<file path="config.mk">
export PLATFORM = sky130hd
export DESIGN_NAME = next_fit_page_allocator
export DESIGN_NICKNAME = d
export VERILOG_FILES = /design/src/hw/rtl/nfpa_pkg.sv /design/src/hw/rtl/nfpa_ctrl.sv /design/src/hw/rtl/nfpa_dp.sv /design/src/hw/rtl/next_fit_page_allocator.sv
export SDC_FILE = /design/constraint.sdc
export NUM_CORES = 2
export LEC_CHECK = 0
export ABC_AREA = 1
export BUFFER_PORTS_ARGS = -buffer_cell sky130_fd_sc_hd__buf_4
export CAP_MARGIN = 40
export CORE_ASPECT_RATIO = 1.2
export CORE_MARGIN = 8
export CORE_UTILIZATION = 30
export CTS_BUF_LIST = sky130_fd_sc_hd__clkbuf_2 sky130_fd_sc_hd__clkbuf_4 sky130_fd_sc_hd__clkbuf_8
export DETAILED_ROUTE_END_ITERATION = 16
export GPL_TIMING_DRIVEN = 0
export HOLD_SLACK_MARGIN = 0.06
export PLACE_DENSITY = 0.53
export SETUP_SLACK_MARGIN = 0.4
export SYNTH_ARGS = -nofsm -noshare
export SYNTH_HDL_FRONTEND = slang
export SYNTH_SLANG_ARGS = --single-unit
</file>
<file path="constraint.sdc">
create_clock -name clk -period 25.6 [get_ports clk]
set_input_delay 1.28 -clock clk [delete_from_list [all_inputs] [get_ports clk]]
set_output_delay 1.28 -clock clk [all_outputs]
set_load 0.1 [all_outputs]
</file>
<file path="src/hw/rtl/nfpa_pkg.sv">
// ----------------------------------------------------------------------------
// nfpa_pkg
// Shared constants, codes and controller/datapath bundles of the next-fit
// page allocator.
// ----------------------------------------------------------------------------
package nfpa_pkg;

  // Page geometry.
  localparam int unsigned PAGE_BYTES = 8192;
  localparam int unsigned MAX_PAGES  = 1024;
  localparam int unsigned PAGE_SHIFT = $clog2(PAGE_BYTES);
  localparam int unsigned PAGE_W     = $clog2(MAX_PAGES);
  localparam int unsigned PCNT_W     = PAGE_W + 1;

  // The page-used bitmap is kept as rows of ROW_BITS flags.
  localparam int unsigned ROW_BITS = 32;
  localparam int unsigned ROW_W    = $clog2(ROW_BITS);
  localparam int unsigned NUM_ROWS = MAX_PAGES / ROW_BITS;
  localparam int unsigned ROWS_W   = $clog2(NUM_ROWS);
  localparam int unsigned VISIT_W  = ROWS_W + 1;

  // Field widths.
  localparam int unsigned ADDR_W    = 32;
  localparam int unsigned REQ_W     = 21;
  localparam int unsigned SIZE_W    = 25;
  localparam int unsigned SSIZE_W   = 21;
  localparam int unsigned OPC_W     = 2;
  localparam int unsigned STATUS_W  = 3;
  localparam int unsigned CFG_IDX_W = 2;
  localparam int unsigned CFG_DAT_W = 32;

  // Register reset values.
  localparam logic [SIZE_W-1:0]  REGION_SIZE_RST = SIZE_W'(8388608);
  localparam logic [SSIZE_W-1:0] STATIC_SIZE_RST = SSIZE_W'(1024 + (4096 * 4));

  // Configuration register indexes.
  localparam logic [CFG_IDX_W-1:0] CFG_REGION_BASE = 2'd0;
  localparam logic [CFG_IDX_W-1:0] CFG_REGION_SIZE = 2'd1;
  localparam logic [CFG_IDX_W-1:0] CFG_STATIC_SIZE = 2'd2;

  typedef enum logic [OPC_W-1:0] {
    OP_ALLOC    = 2'd0,
    OP_FREE     = 2'd1,
    OP_STATIC   = 2'd2,
    OP_FREE_ALL = 2'd3
  } opcode_t;

  typedef enum logic [STATUS_W-1:0] {
    ST_OK           = 3'd0,
    ST_TOO_LARGE    = 3'd1,
    ST_NO_PAGE      = 3'd2,
    ST_STATIC_OUT   = 3'd3,
    ST_RANGE        = 3'd4,
    ST_ALREADY_FREE = 3'd5
  } status_t;

  typedef enum logic [3:0] {
    CMD_IDLE       = 4'd0,
    CMD_CAPTURE    = 4'd1,
    CMD_PREP       = 4'd2,
    CMD_ALLOC_INIT = 4'd3,
    CMD_TOO_LARGE  = 4'd4,
    CMD_ROW_READ   = 4'd5,
    CMD_ROW_CHECK  = 4'd6,
    CMD_NO_PAGE    = 4'd7,
    CMD_GRANT_ADDR = 4'd8,
    CMD_FREE_INIT  = 4'd9,
    CMD_RANGE_ERR  = 4'd10,
    CMD_FREE_READ  = 4'd11,
    CMD_FREE_CHECK = 4'd12,
    CMD_STATIC     = 4'd13,
    CMD_FREE_ALL   = 4'd14,
    CMD_EMIT       = 4'd15
  } cmd_op_t;

  typedef struct packed {
    cmd_op_t op;
  } dp_cmd_t;

  typedef struct packed {
    opcode_t opcode;
    logic    oversize;
    logic    in_range;
    logic    row_hit;
    logic    search_over;
    logic    out_full;
  } dp_stat_t;

endpackage

</file>
<file path="src/hw/rtl/nfpa_ctrl.sv">
// ----------------------------------------------------------------------------
// nfpa_ctrl
// Sequencer of the allocator: walks each request through its datapath steps.
// ----------------------------------------------------------------------------
module nfpa_ctrl (
  input  logic              clk,
  input  logic              rst_n,
  input  logic              in_tvalid,
  output logic              in_tready,
  input  nfpa_pkg::dp_stat_t stat,
  output nfpa_pkg::dp_cmd_t  cmd
);

  typedef enum logic [3:0] {
    S_IDLE,
    S_PREP,
    S_DISPATCH,
    S_ROW_READ,
    S_ROW_CHECK,
    S_GRANT,
    S_FREE_RANGE,
    S_FREE_CHECK,
    S_FINISH
  } state_t;

  state_t state_r;
  state_t state_nxt;

  assign in_tready = (state_r == S_IDLE);

  always_comb begin
    state_nxt = state_r;
    cmd.op    = nfpa_pkg::CMD_IDLE;
    case (state_r)
      S_IDLE: begin
        if (in_tvalid) begin
          cmd.op    = nfpa_pkg::CMD_CAPTURE;
          state_nxt = S_PREP;
        end
      end
      S_PREP: begin
        cmd.op    = nfpa_pkg::CMD_PREP;
        state_nxt = S_DISPATCH;
      end
      S_DISPATCH: begin
        case (stat.opcode)
          nfpa_pkg::OP_ALLOC: begin
            if (stat.oversize) begin
              cmd.op    = nfpa_pkg::CMD_TOO_LARGE;
              state_nxt = S_FINISH;
            end else begin
              cmd.op    = nfpa_pkg::CMD_ALLOC_INIT;
              state_nxt = S_ROW_READ;
            end
          end
          nfpa_pkg::OP_FREE: begin
            cmd.op    = nfpa_pkg::CMD_FREE_INIT;
            state_nxt = S_FREE_RANGE;
          end
          nfpa_pkg::OP_STATIC: begin
            cmd.op    = nfpa_pkg::CMD_STATIC;
            state_nxt = S_FINISH;
          end
          default: begin
            cmd.op    = nfpa_pkg::CMD_FREE_ALL;
            state_nxt = S_FINISH;
          end
        endcase
      end
      S_ROW_READ: begin
        if (stat.search_over) begin
          cmd.op    = nfpa_pkg::CMD_NO_PAGE;
          state_nxt = S_FINISH;
        end else begin
          cmd.op    = nfpa_pkg::CMD_ROW_READ;
          state_nxt = S_ROW_CHECK;
        end
      end
      S_ROW_CHECK: begin
        cmd.op    = nfpa_pkg::CMD_ROW_CHECK;
        state_nxt = stat.row_hit ? S_GRANT : S_ROW_READ;
      end
      S_GRANT: begin
        cmd.op    = nfpa_pkg::CMD_GRANT_ADDR;
        state_nxt = S_FINISH;
      end
      S_FREE_RANGE: begin
        if (stat.in_range) begin
          cmd.op    = nfpa_pkg::CMD_FREE_READ;
          state_nxt = S_FREE_CHECK;
        end else begin
          cmd.op    = nfpa_pkg::CMD_RANGE_ERR;
          state_nxt = S_FINISH;
        end
      end
      S_FREE_CHECK: begin
        cmd.op    = nfpa_pkg::CMD_FREE_CHECK;
        state_nxt = S_FINISH;
      end
      S_FINISH: begin
        // Hand the result to the output register once it has room.
        if (!stat.out_full) begin
          cmd.op    = nfpa_pkg::CMD_EMIT;
          state_nxt = S_IDLE;
        end
      end
      default: begin
        state_nxt = S_IDLE;
      end
    endcase
  end

  always_ff @(posedge clk) begin
    if (!rst_n) begin
      state_r <= S_IDLE;
    end else begin
      state_r <= state_nxt;
    end
  end

endmodule

</file>
<file path="src/hw/rtl/nfpa_dp.sv">
// ----------------------------------------------------------------------------
// nfpa_dp
// Datapath of the allocator: configuration registers, page bitmap memory,
// next-fit row scanner, free decoder, static bump pointer and result register.
// ----------------------------------------------------------------------------
module nfpa_dp (
  input  logic                              clk,
  input  logic                              rst_n,
  input  nfpa_pkg::dp_cmd_t                 cmd,
  output nfpa_pkg::dp_stat_t                stat,
  input  logic [nfpa_pkg::OPC_W-1:0]        in_opcode,
  input  logic [nfpa_pkg::REQ_W-1:0]        in_request_size,
  input  logic [nfpa_pkg::ADDR_W-1:0]       in_free_address,
  input  logic                              cfg_we,
  input  logic [nfpa_pkg::CFG_IDX_W-1:0]    cfg_idx,
  input  logic [nfpa_pkg::CFG_DAT_W-1:0]    cfg_wdata,
  output logic                              out_valid,
  input  logic                              out_ready,
  output logic [nfpa_pkg::ADDR_W-1:0]       out_granted_address,
  output logic [nfpa_pkg::PAGE_W-1:0]       out_page_number,
  output logic [nfpa_pkg::STATUS_W-1:0]     out_status
);

  localparam int unsigned QW    = nfpa_pkg::SIZE_W - nfpa_pkg::PAGE_SHIFT;
  localparam int unsigned OFF_W = nfpa_pkg::ADDR_W + 2;

  // Configuration registers.
  logic [nfpa_pkg::ADDR_W-1:0]  region_base_r;
  logic [nfpa_pkg::SIZE_W-1:0]  region_size_r;
  logic [nfpa_pkg::SSIZE_W-1:0] static_size_r;

  // Request fields.
  nfpa_pkg::opcode_t             opcode_r;
  logic [nfpa_pkg::REQ_W-1:0]    req_r;
  logic [nfpa_pkg::ADDR_W-1:0]   faddr_r;

  // Per-request derived values.
  logic [nfpa_pkg::PCNT_W-1:0]   pages_r;
  logic [nfpa_pkg::ADDR_W:0]     first_r;
  logic [nfpa_pkg::ROWS_W-1:0]   last_row_r;
  logic [nfpa_pkg::VISIT_W-1:0]  nrows_r;
  logic [OFF_W-1:0]              off_r;

  // Search state.
  logic [nfpa_pkg::PAGE_W-1:0]   search_start_r;
  logic [nfpa_pkg::ROWS_W-1:0]   row_r;
  logic [nfpa_pkg::ROW_W-1:0]    start_bit_r;
  logic                          first_visit_r;
  logic [nfpa_pkg::VISIT_W-1:0]  visit_r;

  logic [nfpa_pkg::ADDR_W-1:0]   static_used_r;

  // Bitmap memory; a row whose valid bit is clear reads as all free.
  logic [nfpa_pkg::ROW_BITS-1:0] mem [nfpa_pkg::NUM_ROWS];
  logic [nfpa_pkg::NUM_ROWS-1:0] row_vld_r;
  logic [nfpa_pkg::ROW_BITS-1:0] rd_data_r;
  logic [nfpa_pkg::ROWS_W-1:0]   chk_row_r;

  // Result being built and output register.
  logic [nfpa_pkg::ADDR_W-1:0]   res_addr_r;
  logic [nfpa_pkg::PAGE_W-1:0]   res_page_r;
  nfpa_pkg::status_t             res_status_r;
  logic                          out_valid_r;
  logic [nfpa_pkg::ADDR_W-1:0]   out_addr_r;
  logic [nfpa_pkg::PAGE_W-1:0]   out_page_r;
  nfpa_pkg::status_t             out_status_r;

  // Combinational helpers.
  logic [nfpa_pkg::SIZE_W-1:0]   size_diff;
  logic                          static_gt;
  logic [QW-1:0]                 quot;
  logic [nfpa_pkg::PCNT_W-1:0]   pages_nxt;
  logic [nfpa_pkg::PCNT_W-1:0]   pages_m1;
  logic [nfpa_pkg::PAGE_W-1:0]   start_j;
  logic [nfpa_pkg::ROW_BITS-1:0] eff_word;
  logic [nfpa_pkg::ROW_BITS-1:0] free_mask;
  logic [nfpa_pkg::ROW_W-1:0]    hit_bit;
  logic                          row_hit;
  logic [nfpa_pkg::PAGE_W-1:0]   free_idx;
  logic                          in_range;
  logic                          mem_we;
  logic [nfpa_pkg::ROWS_W-1:0]   mem_wa;
  logic [nfpa_pkg::ROW_BITS-1:0] mem_wd;
  logic                          mem_re;
  logic [nfpa_pkg::ROWS_W-1:0]   mem_ra;
  logic                          static_out;

  assign static_gt = {{(nfpa_pkg::SIZE_W-nfpa_pkg::SSIZE_W){1'b0}}, static_size_r} > region_size_r;
  assign size_diff = region_size_r
                     - {{(nfpa_pkg::SIZE_W-nfpa_pkg::SSIZE_W){1'b0}}, static_size_r};
  assign quot      = size_diff[nfpa_pkg::SIZE_W-1:nfpa_pkg::PAGE_SHIFT];

  always_comb begin
    if (static_gt) begin
      pages_nxt = '0;
    end else if (quot > QW'(nfpa_pkg::MAX_PAGES)) begin
      pages_nxt = nfpa_pkg::PCNT_W'(nfpa_pkg::MAX_PAGES);
    end else begin
      pages_nxt = quot[nfpa_pkg::PCNT_W-1:0];
    end
  end

  assign pages_m1 = pages_nxt - nfpa_pkg::PCNT_W'(1);

  // A stale start point, left over from a larger page count, restarts at zero.
  assign start_j = ({1'b0, search_start_r} < pages_r) ? search_start_r : '0;

  assign eff_word = row_vld_r[chk_row_r] ? rd_data_r : '0;

  always_comb begin
    for (int b = 0; b < int'(nfpa_pkg::ROW_BITS); b++) begin
      free_mask[b] = !eff_word[b]
                     && ({1'b0, chk_row_r, nfpa_pkg::ROW_W'(b)} < pages_r)
                     && (!first_visit_r || (nfpa_pkg::ROW_W'(b) >= start_bit_r));
    end
  end

  always_comb begin
    hit_bit = '0;
    for (int b = int'(nfpa_pkg::ROW_BITS) - 1; b >= 0; b--) begin
      if (free_mask[b]) begin
        hit_bit = nfpa_pkg::ROW_W'(b);
      end
    end
  end

  assign row_hit = |free_mask;

  // The offset is negative below the first page; the tail check is on the
  // page index of the offset.
  assign free_idx = off_r[nfpa_pkg::PAGE_SHIFT +: nfpa_pkg::PAGE_W];
  assign in_range = !off_r[OFF_W-1]
                    && (off_r[OFF_W-2:nfpa_pkg::PAGE_SHIFT]
                        < (OFF_W-1-nfpa_pkg::PAGE_SHIFT)'(pages_r));

  assign static_out = static_used_r >= nfpa_pkg::ADDR_W'(static_size_r);

  always_comb begin
    mem_we = 1'b0;
    mem_wa = chk_row_r;
    mem_wd = eff_word;
    mem_re = 1'b0;
    mem_ra = row_r;
    case (cmd.op)
      nfpa_pkg::CMD_ROW_READ: begin
        mem_re = 1'b1;
      end
      nfpa_pkg::CMD_FREE_READ: begin
        mem_re = 1'b1;
        mem_ra = free_idx[nfpa_pkg::PAGE_W-1:nfpa_pkg::ROW_W];
      end
      nfpa_pkg::CMD_ROW_CHECK: begin
        mem_we = row_hit;
        mem_wd = eff_word | (nfpa_pkg::ROW_BITS'(1) << hit_bit);
      end
      nfpa_pkg::CMD_FREE_CHECK: begin
        mem_we = eff_word[free_idx[nfpa_pkg::ROW_W-1:0]];
        mem_wd = eff_word & ~(nfpa_pkg::ROW_BITS'(1) << free_idx[nfpa_pkg::ROW_W-1:0]);
      end
      default: begin
        mem_we = 1'b0;
      end
    endcase
  end

  always_ff @(posedge clk) begin
    if (mem_we) begin
      mem[mem_wa] <= mem_wd;
    end
    if (mem_re) begin
      rd_data_r <= mem[mem_ra];
    end
  end

  // Control state.
  always_ff @(posedge clk) begin
    if (!rst_n) begin
      region_base_r  <= '0;
      region_size_r  <= nfpa_pkg::REGION_SIZE_RST;
      static_size_r  <= nfpa_pkg::STATIC_SIZE_RST;
      search_start_r <= '0;
      static_used_r  <= '0;
      row_vld_r      <= '0;
      out_valid_r    <= 1'b0;
    end else begin
      if (cfg_we) begin
        case (cfg_idx)
          nfpa_pkg::CFG_REGION_BASE: region_base_r <= cfg_wdata;
          nfpa_pkg::CFG_REGION_SIZE: region_size_r <= cfg_wdata[nfpa_pkg::SIZE_W-1:0];
          nfpa_pkg::CFG_STATIC_SIZE: static_size_r <= cfg_wdata[nfpa_pkg::SSIZE_W-1:0];
          default: begin
          end
        endcase
      end
      // A new result may load in the same cycle that the old beat leaves.
      out_valid_r <= (cmd.op == nfpa_pkg::CMD_EMIT) || (out_valid_r && !out_ready);
      case (cmd.op)
        nfpa_pkg::CMD_ROW_CHECK: begin
          if (row_hit) begin
            row_vld_r[chk_row_r] <= 1'b1;
            search_start_r       <= {chk_row_r, hit_bit};
          end
        end
        nfpa_pkg::CMD_FREE_CHECK: begin
          if (eff_word[free_idx[nfpa_pkg::ROW_W-1:0]]) begin
            row_vld_r[chk_row_r] <= 1'b1;
          end
        end
        nfpa_pkg::CMD_STATIC: begin
          if (!static_out) begin
            static_used_r <= static_used_r + nfpa_pkg::ADDR_W'(req_r);
          end
        end
        nfpa_pkg::CMD_FREE_ALL: begin
          row_vld_r <= '0;
        end
        default: begin
        end
      endcase
    end
  end

  // Payload registers.
  always_ff @(posedge clk) begin
    case (cmd.op)
      nfpa_pkg::CMD_CAPTURE: begin
        opcode_r <= nfpa_pkg::opcode_t'(in_opcode);
        req_r    <= in_request_size;
        faddr_r  <= in_free_address;
      end
      nfpa_pkg::CMD_PREP: begin
        pages_r    <= pages_nxt;
        first_r    <= {1'b0, region_base_r} + (nfpa_pkg::ADDR_W+1)'(static_size_r);
        last_row_r <= pages_m1[nfpa_pkg::PAGE_W-1:nfpa_pkg::ROW_W];
        nrows_r    <= pages_nxt[nfpa_pkg::PCNT_W-1:nfpa_pkg::ROW_W]
                      + nfpa_pkg::VISIT_W'(|pages_nxt[nfpa_pkg::ROW_W-1:0]);
      end
      nfpa_pkg::CMD_ALLOC_INIT: begin
        row_r         <= start_j[nfpa_pkg::PAGE_W-1:nfpa_pkg::ROW_W];
        start_bit_r   <= start_j[nfpa_pkg::ROW_W-1:0];
        first_visit_r <= 1'b1;
        visit_r       <= '0;
      end
      nfpa_pkg::CMD_TOO_LARGE: begin
        res_addr_r   <= '0;
        res_page_r   <= '0;
        res_status_r <= nfpa_pkg::ST_TOO_LARGE;
      end
      nfpa_pkg::CMD_ROW_READ: begin
        chk_row_r <= row_r;
      end
      nfpa_pkg::CMD_ROW_CHECK: begin
        if (row_hit) begin
          res_page_r   <= {chk_row_r, hit_bit};
          res_status_r <= nfpa_pkg::ST_OK;
        end else begin
          // Move on to the next row, wrapping after the last populated row.
          first_visit_r <= 1'b0;
          visit_r       <= visit_r + nfpa_pkg::VISIT_W'(1);
          row_r         <= (row_r == last_row_r) ? '0 : row_r + nfpa_pkg::ROWS_W'(1);
        end
      end
      nfpa_pkg::CMD_NO_PAGE: begin
        res_addr_r   <= '0;
        res_page_r   <= '0;
        res_status_r <= nfpa_pkg::ST_NO_PAGE;
      end
      nfpa_pkg::CMD_GRANT_ADDR: begin
        res_addr_r <= first_r[nfpa_pkg::ADDR_W-1:0]
                      + (nfpa_pkg::ADDR_W'(res_page_r) << nfpa_pkg::PAGE_SHIFT);
      end
      nfpa_pkg::CMD_FREE_INIT: begin
        off_r <= {2'b00, faddr_r} - {1'b0, first_r};
      end
      nfpa_pkg::CMD_RANGE_ERR: begin
        res_addr_r   <= '0;
        res_page_r   <= '0;
        res_status_r <= nfpa_pkg::ST_RANGE;
      end
      nfpa_pkg::CMD_FREE_READ: begin
        chk_row_r <= free_idx[nfpa_pkg::PAGE_W-1:nfpa_pkg::ROW_W];
      end
      nfpa_pkg::CMD_FREE_CHECK: begin
        res_addr_r   <= '0;
        res_page_r   <= free_idx;
        res_status_r <= eff_word[free_idx[nfpa_pkg::ROW_W-1:0]]
                        ? nfpa_pkg::ST_OK : nfpa_pkg::ST_ALREADY_FREE;
      end
      nfpa_pkg::CMD_STATIC: begin
        res_page_r <= '0;
        if (static_out) begin
          res_addr_r   <= '0;
          res_status_r <= nfpa_pkg::ST_STATIC_OUT;
        end else begin
          res_addr_r   <= region_base_r + static_used_r;
          res_status_r <= nfpa_pkg::ST_OK;
        end
      end
      nfpa_pkg::CMD_FREE_ALL: begin
        res_addr_r   <= '0;
        res_page_r   <= '0;
        res_status_r <= nfpa_pkg::ST_OK;
      end
      nfpa_pkg::CMD_EMIT: begin
        out_addr_r   <= res_addr_r;
        out_page_r   <= res_page_r;
        out_status_r <= res_status_r;
      end
      default: begin
      end
    endcase
  end

  assign stat.opcode      = opcode_r;
  assign stat.oversize    = req_r > nfpa_pkg::REQ_W'(nfpa_pkg::PAGE_BYTES);
  assign stat.in_range    = in_range;
  assign stat.row_hit     = row_hit;
  assign stat.search_over = visit_r > nrows_r;
  assign stat.out_full    = out_valid_r && !out_ready;

  assign out_valid           = out_valid_r;
  assign out_granted_address = out_addr_r;
  assign out_page_number     = out_page_r;
  assign out_status          = out_status_r;

endmodule

</file>
<file path="src/hw/rtl/next_fit_page_allocator.sv">
// ----------------------------------------------------------------------------
// next_fit_page_allocator
// Page allocator over a buffer region: bump-pointer static area followed by
// fixed pages handed out next-fit from a page-used bitmap.
// ----------------------------------------------------------------------------
//
//  Channel  Direction  Beat contents
//  in_      sink       tuser: opcode; tdata: request_size, free_address
//  out_     source     tuser: status; tdata: granted_address, page_number
//  cfg_     sink       cfg_index selects region_base, region_size, static_size
//
//  One request is handled at a time. Allocate reads and checks the bitmap one
//  32-page row at a time until it finds a free page or has come back round to
//  its start row. Reset is synchronous; per-row valid flags free every page at
//  once, so the bitmap needs no clearing pass. A result waiting in the output
//  register holds off the next request only when that one must be loaded.
//
module next_fit_page_allocator (
  input  logic        clk,
  input  logic        rst_n,
  input  logic        in_tvalid,
  output logic        in_tready,
  input  logic [55:0] in_tdata,   // [20:0] request_size, [52:21] free_address
  input  logic [1:0]  in_tuser,   // [1:0] opcode
  output logic        out_tvalid,
  input  logic        out_tready,
  output logic [47:0] out_tdata,  // [31:0] granted_address, [41:32] page_number
  output logic [2:0]  out_tuser,  // [2:0] status
  input  logic        cfg_valid,
  output logic        cfg_ready,
  input  logic [1:0]  cfg_index,
  input  logic [31:0] cfg_data
);

  nfpa_pkg::dp_cmd_t  cmd;
  nfpa_pkg::dp_stat_t stat;

  logic [nfpa_pkg::ADDR_W-1:0] granted_address;
  logic [nfpa_pkg::PAGE_W-1:0] page_number;

  assign cfg_ready = 1'b1;

  nfpa_ctrl u_ctrl (
    .clk       (clk),
    .rst_n     (rst_n),
    .in_tvalid (in_tvalid),
    .in_tready (in_tready),
    .stat      (stat),
    .cmd       (cmd)
  );

  nfpa_dp u_dp (
    .clk                 (clk),
    .rst_n               (rst_n),
    .cmd                 (cmd),
    .stat                (stat),
    .in_opcode           (in_tuser),
    .in_request_size     (in_tdata[20:0]),
    .in_free_address     (in_tdata[52:21]),
    .cfg_we              (cfg_valid),
    .cfg_idx             (cfg_index),
    .cfg_wdata           (cfg_data),
    .out_valid           (out_tvalid),
    .out_ready           (out_tready),
    .out_granted_address (granted_address),
    .out_page_number     (page_number),
    .out_status          (out_tuser)
  );

  assign out_tdata = {6'd0, page_number, granted_address};

endmodule
</file>
==> run metrics <==
final setup vio count=0; WL final=between 200,000 and 250,000 µm; H-Tree Depth=5; grt total ovfl=0; Slowest cell on crit path=o21bai_4; FF+latch count, synth=between 1,000 and 1,500; Die H=around 520 µm; CP cell instances=inv_2 > buf_2 > nand2_1 > nand2_1 > nand2_1 > nand2_1 > nand2_1 > nand2_1 > nor2_2 > nand2_4 > buf_6 > buf_2 > buf_4 > nand2_1 > nand3_1 > nand2_1 > nor2_1 > nand2_1 > nor3_1 > inv_1 > nor2_2 > clkinv_1 > o21bai_4; Placer Congestion=0.9252; total track usage=about a fifth; critical path fanouts, max=32; Seq/Total Area, Yosys=~66%; CTS tree=built; peak supply drop=62.10 µV; Synth top area share=between 60 and 70%; slew margin rel.=around a third; post-synth top area cell=edfxtp_1; met1 usage=25.60%; fin nets=about 6,500; RSZ-0062 raised after global routing=no; DRC=0; count leader, synth=edfxtp_1; # IOs=~150; row count=approximately 190; FMAX=154.5 MHz; total power=between 0.007 and 0.008 W; final setup margin=about 19 ns; Synth Flop Type=edfxtp_1; Fin Clk Skew=~0.14 ns; clock slew at reported path FFs=about 0.070 ns; synth unique cells=64; minimum clock period=between 6 and 7 ns; full die area=227,600 µm²; net switching fraction of the power=a little under two fifths; post-CTS sizing=0; synthesized netlist cell count=about 5,500; cell mode on critical path=nand2_1; Fill cells=just over 20,000; global-route layer with the greatest usage=met2; final period utilization=between 20% and 30%; wire length per cell=about 26 µm; max-slew violations=0; first-pass GRT wire length=340,200 µm; CP Class=reg2reg; NetSw=~0.0028 W; antenna violations before repair=4; Yosys warning count=0; global-route met3 utilization=about 4.1%; Finished Cell Area=between 70,000 and 80,000 µm²; pin count of the biggest net entering global routing=33; Worst-Margin Slew=between 1 and 1.5 ns; Async SR Flop Fraction=0%; post-CTS setup buffers=0; Max stage delay on crit path=around 1.1 ns; final hold vios=0; Clock Power Share=29.3%; Root Driver=clkbuf_8; MaxCap Viol Count=0; core footprint=~210,000 µm²; register area=between 40,000 and 50,000 µm²; Place WS=between 15 and 20 ns; Area growth syn-to-layout=20.42%; drt pass-1 iters=6; hold buffers post-CTS=0; required time worst endpoint=between 20 and 30 ns; Die Wd=436.9 µm; worst min path class=reg2reg; vias in the first global route=between 40,000 and 50,000; latest clock arrival within the worst-skew pair=approximately 1.1 ns; clock buffer depth=4; initial detailed-routing violation count=5,586; hpwl dp=about 180,000 µm; area occupied by multi-input gates=19,510 µm²; setup tns final=0 ns; Setup crit start kind=register; Synth Area per Inst=about 12 µm²; Flop pwr share=approximately 40%; Power Density=a little under 100 nW/µm²; P_int=0.004664 W; post-route ant nets=0; Leak=about 27 nW; CP Capture Type=register; placed inst area=roughly 70,000 µm²; commonest cells in the netlist=edfxtp_1, nor2_1, o21ai_0; Initial Util=30.14%; port buffer count=140; DR vias=49,050; top post-synthesis cells by area=edfxtp_1, o21ai_0, dfxtp_1, nor2_1, ha_1; M2 GR Usage=approximately a third; Vias/cell=5.346; EDFF count, synth=1,299; layout cells sized above 1=between 10% and 20%; outcome=completed; Arr. time, crit path=around 7.1 ns; post-synthesis cell area=approximately 64,000 µm²; share of total power in combinational logic=around 31%; Hold WS=0.4141 ns; Sink Count=1,456; TritonCTS buffer count=274
-- per-layer routing --
| metal | vias to the layer above | wire length (µm) |
|---|---|---|
| li1 | 21680 | - |
| met3 | 619 | 21490 |
| met1 | 24100 | 93770 |
| met5 | - | 12 |
| met2 | 2649 | 110600 |
| met4 | 2 | 15250 |
-- power by group through the flow --
stage               clock network (W)  registers [W]  logic [W]
finish                        0.00218        0.00297    0.00228
global route                  0.00231        0.00298    0.00244
CTS                           0.00221        0.00297    0.00226
detailed placement                  0        0.00301    0.00225
global placement                    0        0.00305    0.00213
floorplan                           0        0.00302    0.00124
-- critical path, delay by kind of cell, from the launching register on --
family          cells  cell delay, ns
simple gates       15            2.33
buf+inv             7            2.10
compound gates      1            1.07
flops               1            0.53
-- metrics by stage --
stage / utilization (%) / instances
4_1_cts: 36.29 / 9168
2_1_floorplan: - / 5526
3_5_place_dp: 33.91 / 8722
5_1_grt: 36.29 / 9171
6_report: 36.30 / 9175
3_3_place_gp: 32.31 / 8471
-- logic make-up (layout without fill, tap and decap cells) --
| logic type | after synthesis | count (layout) | share of synthesized area (%) |
|---|---|---|---|
| compound gates | 1546 | 1546 | 14.53 |
| simple gates | 1529 | 1529 | 9.800 |
| flops | 1456 | 1456 | 66.10 |
| buf+inv | 674 | 1512 | 4.044 |
| fa+ha+maj | 197 | 197 | 3.912 |
| xor+xnor | 117 | 117 | 1.607 |
| other cells | 2 | 13 | 0.01178 |
-- final cells by class --
class / count / share of cell area, %
Clock inverter: 75 / 0.5801
Sequential cell: 1456 / 54.89
Clock buffer: 371 / 5.973
Multi-Input combinational cell: 3396 / 25.41
Timing Repair Buffer: 392 / 5.201
Antenna cell: 6 / 0.01955
Inverter: 379 / 1.853
Buffer: 295 / 1.506
Tap cell: 2805 / 4.570
-- sequential cells by signal (all words and copies together) (netlist names), 10 cells and up --
signal,flops
u_dp.region_size_r,25
u_dp.pages_r,11
u_dp.rd_data_r,32
u_dp.static_used_r,32
u_dp.out_page_number,10
u_dp.first_r,33
u_dp.req_r,21
u_dp.out_granted_address,32
u_dp.mem,1024
u_dp.region_base_r,32
u_dp.search_start_r,10
u_dp.row_vld_r,32
u_dp.static_size_r,21
u_dp.res_addr_r,32
u_dp.res_page_r,10
u_dp.off_r,21
u_dp.faddr_r,32
-- placed cells by master (no fill, tap or decap), drive strengths merged, types with 4 or more instances in the layout --
cell type  instances
edfxtp          1299
nor2             782
o21ai            729
clkbuf           632
nand2            463
buf              425
inv              374
a21oi            270
o221ai           203
ha               193
dfxtp            157
nand3            148
o22ai             97
clkinv            72
a31oi             69
xor2              68
nor3              65
o211ai            57
xnor2             49
nand4             48
o21bai            34
o2111ai           19
nor4              17
a211oi            12
o211a             11
a311oi            10
conb               7
o31ai              7
diode              6
a21o               4
fa                 4
clkinvlp           4
bufinv             4
-- worst paths after layout --
check / from / endpoint / slack, ns / cells after the start
setup / recovery: u_dp.chk_row_r[0]$_DFFE_PP_ / u_dp.mem[15][24]$_DFFE_PP_ / 19.13 / 23
hold / removal: u_dp.res_addr_r[4]$_DFFE_PP_ / u_dp.out_granted_address[4]$_DFFE_PP_ / 0.41 / 0
hold reg to reg: u_dp.res_addr_r[4]$_DFFE_PP_ / u_dp.out_granted_address[4]$_DFFE_PP_ / 0.41 / 0
setup reg to reg: u_dp.chk_row_r[0]$_DFFE_PP_ / u_dp.mem[15][24]$_DFFE_PP_ / 19.13 / 23
No activity file was read; power rests on OpenSTA's default activity.
